`config.mk`:
```
export PLATFORM = sky130hd
export DESIGN_NAME = bsc_div_cell
export DESIGN_NICKNAME = d
export VERILOG_FILES = /design/src/hdl/bsc_pkg.sv /design/src/hdl/bsc_div_cell.sv
export SDC_FILE = /design/constraint.sdc
export NUM_CORES = 1
export LEC_CHECK = 0
export ABC_AREA = 1
export BUFFER_PORTS_ARGS = -buffer_cell sky130_fd_sc_hd__buf_2
export CAP_MARGIN = 20
export CORE_AREA = 2 2 177 179
export DETAILED_ROUTE_END_ITERATION = 10
export DIE_AREA = 0 0 179 181
export HOLD_SLACK_MARGIN = 0.06
export PLACE_DENSITY_LB_ADDON = 0.3
export SYNTH_ARGS = -nofsm -noshare
export SYNTH_HDL_FRONTEND = slang
export SYNTH_SLANG_ARGS = --single-unit
```
`constraint.sdc`:
```
create_clock -name clk -period 5.5 [get_ports clk]
set_clock_uncertainty 0.05 [all_clocks]
set_input_delay 0 -clock clk [delete_from_list [all_inputs] [get_ports clk]]
set_output_delay 0 -clock clk [all_outputs]
set_load 0.05 [all_outputs]
```
`src/hdl/bsc_pkg.sv`:
```
`default_nettype none
package bsc_pkg;

  localparam int DIV_BITS = 64;
  localparam int FRONT_STAGES = 10;

  // configuration register indexes
  localparam logic [1:0] REG_TEMP_TRIM  = 2'd0;
  localparam logic [1:0] REG_PRESS_LOW  = 2'd1;
  localparam logic [1:0] REG_PRESS_MID  = 2'd2;
  localparam logic [1:0] REG_PRESS_HIGH = 2'd3;

  localparam logic signed [32:0] T_OFFSET  = 33'sd128000;
  localparam logic [20:0]        P_FULL    = 21'd1048576;
  localparam logic signed [12:0] P_SCALE   = 13'sd3125;
  localparam logic signed [63:0] P_BIAS    = 64'sh0000_8000_0000_0000;

  typedef struct packed {
    logic        [15:0] t1;
    logic signed [15:0] t2;
    logic signed [15:0] t3;
    logic        [15:0] p1;
    logic signed [15:0] p2;
    logic signed [15:0] p3;
    logic signed [15:0] p4;
    logic signed [15:0] p5;
    logic signed [15:0] p6;
    logic signed [15:0] p7;
    logic signed [15:0] p8;
    logic signed [15:0] p9;
  } trim_t;

  // state handed along the divider chain
  typedef struct packed {
    logic               invalid;
    logic               neg;
    logic signed [31:0] temp;
    logic        [63:0] rem;
    logic        [63:0] num;
    logic        [63:0] den;
  } div_t;

  typedef struct packed {
    logic               invalid;
    logic signed [31:0] temp;
    logic        [31:0] press;
  } res_t;

endpackage
`default_nettype wire

```
`src/hdl/bsc_div_cell.sv`:
```
`default_nettype none
module bsc_div_cell (
  input  wire logic          clk,
  input  wire logic          rst,
  input  wire logic          en,
  input  wire logic          in_valid,
  input  wire bsc_pkg::div_t in_data,
  output logic               out_valid,
  output bsc_pkg::div_t      out_data
);
  import bsc_pkg::*;

  logic [64:0] r;
  logic [64:0] diff;
  logic        ge;
  div_t        nxt;

  // one restoring step: shift in the next dividend bit, subtract if it fits
  always_comb begin
    r    = {in_data.rem, in_data.num[63]};
    diff = r - {1'b0, in_data.den};
    ge   = ~diff[64];
    nxt      = in_data;
    nxt.rem  = ge ? diff[63:0] : r[63:0];
    nxt.num  = {in_data.num[62:0], ge};
  end

  always_ff @(posedge clk) begin
    if (rst) begin
      out_valid <= 1'b0;
    end else if (en) begin
      out_valid <= in_valid;
    end
  end

  always_ff @(posedge clk) begin
    if (en) begin
      out_data <= nxt;
    end
  end

endmodule
`default_nettype wire

```
==> impl_results.md, run 1 <==
* H-Tree Depth at 1
* Tot GR Track Use at between 30 and 40%
* Endpoint type of the worst setup path: flip-flop
* Worst path required time at between 5 and 6 ns
* Synthesized netlist cell count at around 1.8k
* Final number of hold-violating endpoints at 0
* Vertical die dimension at between 150 and 200 µm
* Number of fillers in the final layout at about 2.5k
* CTS tree: done
* Row cnt at 64
* Number of warnings printed during yosys synthesis at 0
* Arrival time reported for the critical path endpoint at approximately 3.6 ns
* Distinct cell type count after synthesis at 33
* Syn Area/Cell at around 7.7 µm²
* Inserted Diodes at 0
* Maximum root-to-sink buffer count at 3
* RD Place Congestion at ~0.94
* DRC at 0
* Maximum resistive drop on vdd at between 0.2 and 0.25 mV
* Achievable clock frequency at 308 MHz
* Fin nets at 2827
* Total negative setup slack at 0 ns
* Status: finished, final reports clean
* Antenna Violating Nets Remaining at 0
* Routed length per placed instance at ~20 µm
* Combined flip-flop and latch cell area at approximately 6800 µm²
* Multi-input logic area at roughly 5600 µm²
* CTS Root Buffer Type: sky130_fd_sc_hd__clkbuf_16
* Startpoint kind of the worst setup timing path: primary input
* Area delta synth->final at 40.8%
* Final worst path period share at between 50% and 60%
* Post-CTS setup buffer count at 0
* Clock slew at reported path FFs at about 0.070 ns
* Share of the yosys chip area belonging to registers at 48.5%
* Share of post-route cells with drive strength above 1 at a little over a fifth
* Maximum fanout along the worst path at between 60 and 70
* Static Leakage at ~11 nW
* Setup repair after global routing missed its margin: false
* Dominant cells by area after synthesis: sky130_fd_sc_hd__edfxtp_1 48%, sky130_fd_sc_hd__nand2_1 21%, sky130_fd_sc_hd__inv_1 10%
* DR vias/cell at ~5
* Vias post-DR at about 15k
* Number of buffers inserted during clock tree synthesis at 24
* Starting Density at between 40% and 50%
* Detailed placer's ending HPWL at 42200 µm
* Final worst path period need at ~3.2 ns
* Vias in the first global route at roughly 15k
* Clock insertion delay at the later pin of the skew report at about 0.53 ns
* Final Max Slew Viols at 0
* MaxCap Viol Count at 0
* Type of the worst setup path: in2reg
* Cell depth of the worst min-delay path at 2
* Setup violation total in the final timing report at 0
* Register-to-Register Path Depth at 3
* Number of design-rule violations left by the first detailed-router iteration at 1138
* IO Port Bufs at between 400 and 500
* I/O pin cnt at roughly 460
* Wire length of the first global-routing pass at between 80000 and 90000 µm
* Type of the tightest min-delay check: in2reg
* TritonCTS Sinks at between 200 and 250
* DR pass1 iterations at 7
* Share of the synthesized area in the top cell type at between 40% and 50%
* Total power per unit cell area at 290 nW/µm²
* Number of nets in the synthesized netlist at about 2.1k
* Global route overflow at 0
* Slew at the pin with the worst max-slew slack at roughly 0.97 ns
* Top library cells by usage in the layout, fill and taps aside: 788 x sky130_fd_sc_hd__nand2_1, 455 x sky130_fd_sc_hd__buf_2, 388 x sky130_fd_sc_hd__inv_1
* Synth area leader: sky130_fd_sc_hd__edfxtp_1
* Antenna violations before repair at 0
* Worst rel slew slack at ~35%
* Placeable Area at between 30000 and 40000 µm²
* Maximum number of pins on one net before global-route repair at 146
* Horizontal die dimension at around 180 µm
* Routed wire length at 59200 µm
* Commonest non-fill, non-tap cell in the layout: sky130_fd_sc_hd__nand2_1
* Total chip power at 5.74 mW
* Die Footprint at 32400 µm²
* Total standard cell area after synthesis at ~14000 µm²
* Number of flip-flops and latches in the synthesized netlist at 227
## cells by family after synthesis
family,count (synthesis),share of synthesized area (%)
compound gates,65,2.46
xor+xnor,31,1.93
fa+ha+maj,65,5.84
buf+inv,406,11.5
flops,227,48.5
mux,1,0.0713
simple gates,1038,29.7
## power breakdown
group	internal, mW	leakage [nW]	total [mW]	switching (mW)
combinational	0.529	8.06	1.95	1.42
sequential	2.11	2.22	2.17	0.0601
clock	0.920	0.368	1.62	0.702
## worst max-delay path, cell delays in order
cell                            delay (ns)
sky130_fd_sc_hd__dlygate4sd3_1        0.53
sky130_fd_sc_hd__buf_2                0.13
sky130_fd_sc_hd__ha_1                 0.24
sky130_fd_sc_hd__fa_1                 0.45
sky130_fd_sc_hd__inv_1                0.10
sky130_fd_sc_hd__nand2_1              0.05
sky130_fd_sc_hd__nand2_1              0.05
sky130_fd_sc_hd__nand3_1              0.07
sky130_fd_sc_hd__nand2_2              0.13
sky130_fd_sc_hd__nand2_1              0.07
sky130_fd_sc_hd__nand2_2              0.12
sky130_fd_sc_hd__nand2_1              0.08
sky130_fd_sc_hd__nand2_2              0.13
sky130_fd_sc_hd__nand2_2              0.09
sky130_fd_sc_hd__nand2_2              0.09
sky130_fd_sc_hd__nand2_2              0.05
sky130_fd_sc_hd__nand2_2              0.05
sky130_fd_sc_hd__buf_4                0.70
sky130_fd_sc_hd__nand2_1              0.19
sky130_fd_sc_hd__nand2_1              0.14
## metrics by stage
stage | setup slack (ns) | util, % | hold WS (ns) | instance area (µm²) | cells
2_1_floorplan | 3.40 | - | 0.0224 | 14000 | 1833
3_3_place_gp | 2.52 | 55.1 | 0.109 | 16700 | 2674
3_5_place_dp | 2.43 | 55.1 | 0.125 | 16700 | 2674
4_1_cts | 2.39 | 65.2 | 0.115 | 19800 | 2946
5_1_grt | 2.11 | 65.2 | 0.127 | 19800 | 2946
6_report | 2.25 | 65.2 | 0.130 | 19800 | 2946
## flip-flops by register name, indices dropped and copies added (netlist names)
name and cells:
out_data 226, out_valid 1
## area by class of cell
type / count / area share, %
clock buffers: 27 / 3.20
clock inverters: 17 / 0.696
repair buffers: 686 / 23.3
flip-flops and latches: 227 / 34.4
multi-input cells: 1200 / 28.4
inverters: 393 / 7.46
well taps: 396 / 2.51
## path summary, 6_finish.rpt
path                                   from             to  slack (ns)
worst min-delay path            in_data[84]   out_data[85]        0.13
worst max register to register    out_valid      out_valid        4.26
worst max-delay path             in_data[0]  out_data[146]        2.25
worst min register to register    out_valid      out_valid        1.07
## routing by layer
metal,vias to the layer above,global-route usage (%),part of all wire (%)
li1,7031,-,-
met3,161,7.95,8.2
met2,681,60.6,47
met5,-,1.54,0.13
met4,4,17.5,5.8
met1,6739,42.5,39
## what timing repair did
item	CTS	global route
endpoints found under the hold margin	308	0
resized for setup	0	0
hold buffers	228	0
## cell usage after synthesis
cell	count
sky130_fd_sc_hd__nand4_1	17
sky130_fd_sc_hd__nand2_2	29
sky130_fd_sc_hd__xor2_1	30
sky130_fd_sc_hd__or2_1	1
sky130_fd_sc_hd__buf_2	6
sky130_fd_sc_hd__nor4_2	1
sky130_fd_sc_hd__dfxtp_1	1
sky130_fd_sc_hd__ha_1	64
sky130_fd_sc_hd__a21oi_1	53
sky130_fd_sc_hd__mux2i_1	1
sky130_fd_sc_hd__xnor2_1	1
sky130_fd_sc_hd__nand2_4	1
sky130_fd_sc_hd__nor2_2	7
sky130_fd_sc_hd__nor2_1	104
sky130_fd_sc_hd__nor3_1	12
sky130_fd_sc_hd__o21bai_1	8
sky130_fd_sc_hd__nor4_1	3
sky130_fd_sc_hd__nand3b_1	1
sky130_fd_sc_hd__buf_6	1
sky130_fd_sc_hd__buf_4	1
sky130_fd_sc_hd__clkinv_1	1
sky130_fd_sc_hd__fa_1	1
sky130_fd_sc_hd__edfxtp_1	226
sky130_fd_sc_hd__nand3_1	70
sky130_fd_sc_hd__nor2_4	1
sky130_fd_sc_hd__o21ai_0	4
sky130_fd_sc_hd__inv_2	4
sky130_fd_sc_hd__inv_1	388
sky130_fd_sc_hd__buf_12	3
sky130_fd_sc_hd__and3_1	2
sky130_fd_sc_hd__nand2_1	788
sky130_fd_sc_hd__buf_8	2
sky130_fd_sc_hd__or2_2	1
No activity file was read; power rests on OpenSTA's default activity.
==> inputs of run 2 (changes only) <==
--- a/config.mk
+++ b/config.mk
@@ -8,9 +8,9 @@
 export ABC_AREA = 1
 export BUFFER_PORTS_ARGS = -buffer_cell sky130_fd_sc_hd__buf_2
 export CAP_MARGIN = 20
-export CORE_AREA = 2 2 177 179
+export CORE_AREA = 2 2 178 180
 export DETAILED_ROUTE_END_ITERATION = 10
-export DIE_AREA = 0 0 179 181
+export DIE_AREA = 0 0 180 182
 export HOLD_SLACK_MARGIN = 0.06
 export PLACE_DENSITY_LB_ADDON = 0.3
 export SYNTH_ARGS = -nofsm -noshare
==> constraint.sdc (replaced) <==
create_clock -name clk -period 3.2 [get_ports clk]
set_clock_uncertainty 0.05 [all_clocks]
set_input_delay 0 -clock clk [delete_from_list [all_inputs] [get_ports clk]]
set_output_delay 0 -clock clk [all_outputs]
set_load 0.05 [all_outputs]
==> impl_results.md, run 2 (synthesis results as in run 1) <==
* Antenna Violating Nets Remaining at 0
* Clock insertion delay at the later pin of the skew report at between 0.5 and 0.6 ns
* Switch share at roughly 37%
* Final worst path period need at 2.73 ns
* Int Pwr at ~6.4 mW
* Horizontal die dimension at 180 µm
* Maximum resistive drop on vdd at 0.453 mV
* Placeable Area at 31000 µm²
* Master of the slowest instance on the critical path: sky130_fd_sc_hd__dlygate4sd3_1
* Crit-path cells: dlygate4sd3_1 -> buf_2 -> inv_1 -> ha_1 -> fa_1 -> inv_1 -> nand2_1 -> nand2_1 -> nand3_1 -> nand2_2 -> nand2_1 -> nand2_2 -> nand2_1 -> nand2_2 -> nand2_2 -> nand2_2 -> nand2_2 -> nand2_2 -> buf_4 -> nand2_1 -> nand2_1
* CTS Root Buffer Type: sky130_fd_sc_hd__clkbuf_16
* Worst reg2reg startpoint: out_valid
* Endpoint type of the worst setup path: flip-flop
* Maximum root-to-sink buffer count at 3
* DRC at 0
* Top library cells by usage in the layout, fill and taps aside: 788 x sky130_fd_sc_hd__nand2_1, 455 x sky130_fd_sc_hd__buf_2, 388 x sky130_fd_sc_hd__inv_1
* TritonCTS Sinks at between 200 and 250
* Register bank with the most flops: out_data
* Routed length per placed instance at between 15 and 20 µm
* Share of total power in combinational logic at 32.8%
* Final Max Slew Viols at 0
* Maximum fanout along the worst path at 31
* DR vias/cell at 4.89
* Status: finished, final reports clean
* Flip-flop count of the largest register, all copies and words added at approximately 230
* Dominant cell type by count on the critical path: sky130_fd_sc_hd__nand2_2
* CTS tree: done
* Total power per unit cell area at approximately 500 nW/µm²
* Static Leakage at 10.7 nW
* Total chip power at slightly above 10 mW
* Worst path required time at between 3 and 4 ns
* Worst setup path start: in_data[127]
* DR pass1 iterations at 5
* Fin nets at 2835
* I/O pin cnt at 457
* Number of buffers inserted during clock tree synthesis at 25
* Area delta synth->final at 42.2%
* R2R Setup Slk at 2.02 ns
* Maximum number of pins on one net before global-route repair at 82
* Endpoint of the worst-slack reg-to-reg timing path: out_valid
* IO Port Bufs at approximately 460
* Detailed placer's ending HPWL at 42100 µm
* Vias post-DR at around 14k
* Worst rel slew slack at about half
* Tot GR Track Use at around a third
* Achievable clock frequency at ~370 MHz
* Routed wire length at roughly 57000 µm
* Startpoint kind of the worst setup timing path: primary input
* Die Footprint at approximately 33000 µm²
* Final number of hold-violating endpoints at 0
* Starting Density at 45.3%
* Vertical die dimension at between 150 and 200 µm
* Final worst path period share at between 80% and 90%
* Share of post-route cells with drive strength above 1 at a little over a fifth
* Arrival time reported for the critical path endpoint at a little over 3 ns
* Wire length of the first global-routing pass at 84600 µm
* Clock group share of total power at between 30% and 40%
* MaxCap Viol Count at 0
* Number of design-rule violations left by the first detailed-router iteration at 1053
* Cell depth of the worst min-delay path at 2
* Min-Delay Startpoint: in_data[198]
* RD Place Congestion at slightly above 0.9
* Sequential group share of total power at around 37%
* Stage delay of the slowest cell on the critical path at between 0.5 and 0.6 ns
* Antenna violations before repair at 3
* Clock slew at reported path FFs at ~0.070 ns
* Leading registers by flop count: out_data (226), out_valid (1)
* Utilization after layout at 64.5%
* Setup violation total in the final timing report at 0
* Setup repair after global routing missed its margin: false
* H-Tree Depth at 1
* Register-to-Register Path Depth at 3
* Switch Pwr at 3.75 mW
* Commonest non-fill, non-tap cell in the layout: sky130_fd_sc_hd__nand2_1
* Type of the worst setup path: in2reg
* Row cnt at 65
* Worst Hold Slack at 0.113 ns
* Endpoint of the worst hold-timing path: out_data[198]
* Slew at the pin with the worst max-slew slack at 0.759 ns
* Vias in the first global route at around 15k
* Type of the tightest min-delay check: in2reg
* Total negative setup slack at 0 ns
* Global route overflow at 0
* Post_cts resized at 0
## run 2: layer usage
layer / global-route usage, % / vias to the layer above / part of all wire, %
met5: 0 / - / 0.062
met4: 13.6 / 2 / 4.5
met3: 4.87 / 116 / 6.9
met2: 59.8 / 638 / 49
met1: 41.5 / 6671 / 40
li1: - / 7052 / -
## run 2: how the worst max path moves through the flow
stage	endpoint	slack [ns]	cells after the start
5_1_grt	out_data[150]	0.26	21
3_5_place_dp	out_data[133]	0.51	20
3_3_place_gp	out_data[182]	0.47	14
6_report	out_data[150]	0.47	21
4_1_cts	out_data[182]	0.50	15
2_1_floorplan	out_data[169]	1.10	19
## run 2: power by group through the flow
stage / Clock (mW) / Combinational (mW) / Sequential (mW)
5_1_grt: 3.23 / 3.55 / 3.74
4_1_cts: 3.09 / 3.28 / 3.70
6_report: 3.09 / 3.33 / 3.72
3_5_place_dp: 0 / 3.05 / 3.76
3_3_place_gp: 0 / 3.02 / 3.76
2_1_floorplan: 0 / 1.07 / 4.81
## run 2: layout make-up
class / instances / area (µm²)
Inverter: 393 / 1480
Clock buffer: 27 / 633
Clock inverter: 19 / 234
Fill cell: 2543 / 11000
Antenna cell: 2 / 5.00
Timing Repair Buffer: 693 / 4690
Tap cell: 402 / 503
Sequential cell: 227 / 6810
Multi-Input combinational cell: 1200 / 5620
## run 2: what timing repair did
| item | CTS | global route |
|---|---|---|
| hold buffers | 228 | 0 |
| endpoints found under the hold margin | 302 | 0 |
| buffers inserted | 0 | 0 |
## run 2: worst max-delay path: cells and delay by family
kind                       cells  cell delay, ns
and+or+nand+nor               14            1.28
buffers and inverters          5            1.14
adders and majority gates      2            0.64
## run 2: through the flow
step	instance area, µm²	worst slack (ns)	instances
6_report	20000	0.466	2963
5_1_grt	20000	0.263	2962
4_1_cts	20000	0.495	2961
3_5_place_dp	16800	0.509	2687
3_3_place_gp	16800	0.469	2687
2_1_floorplan	14000	1.10	1833
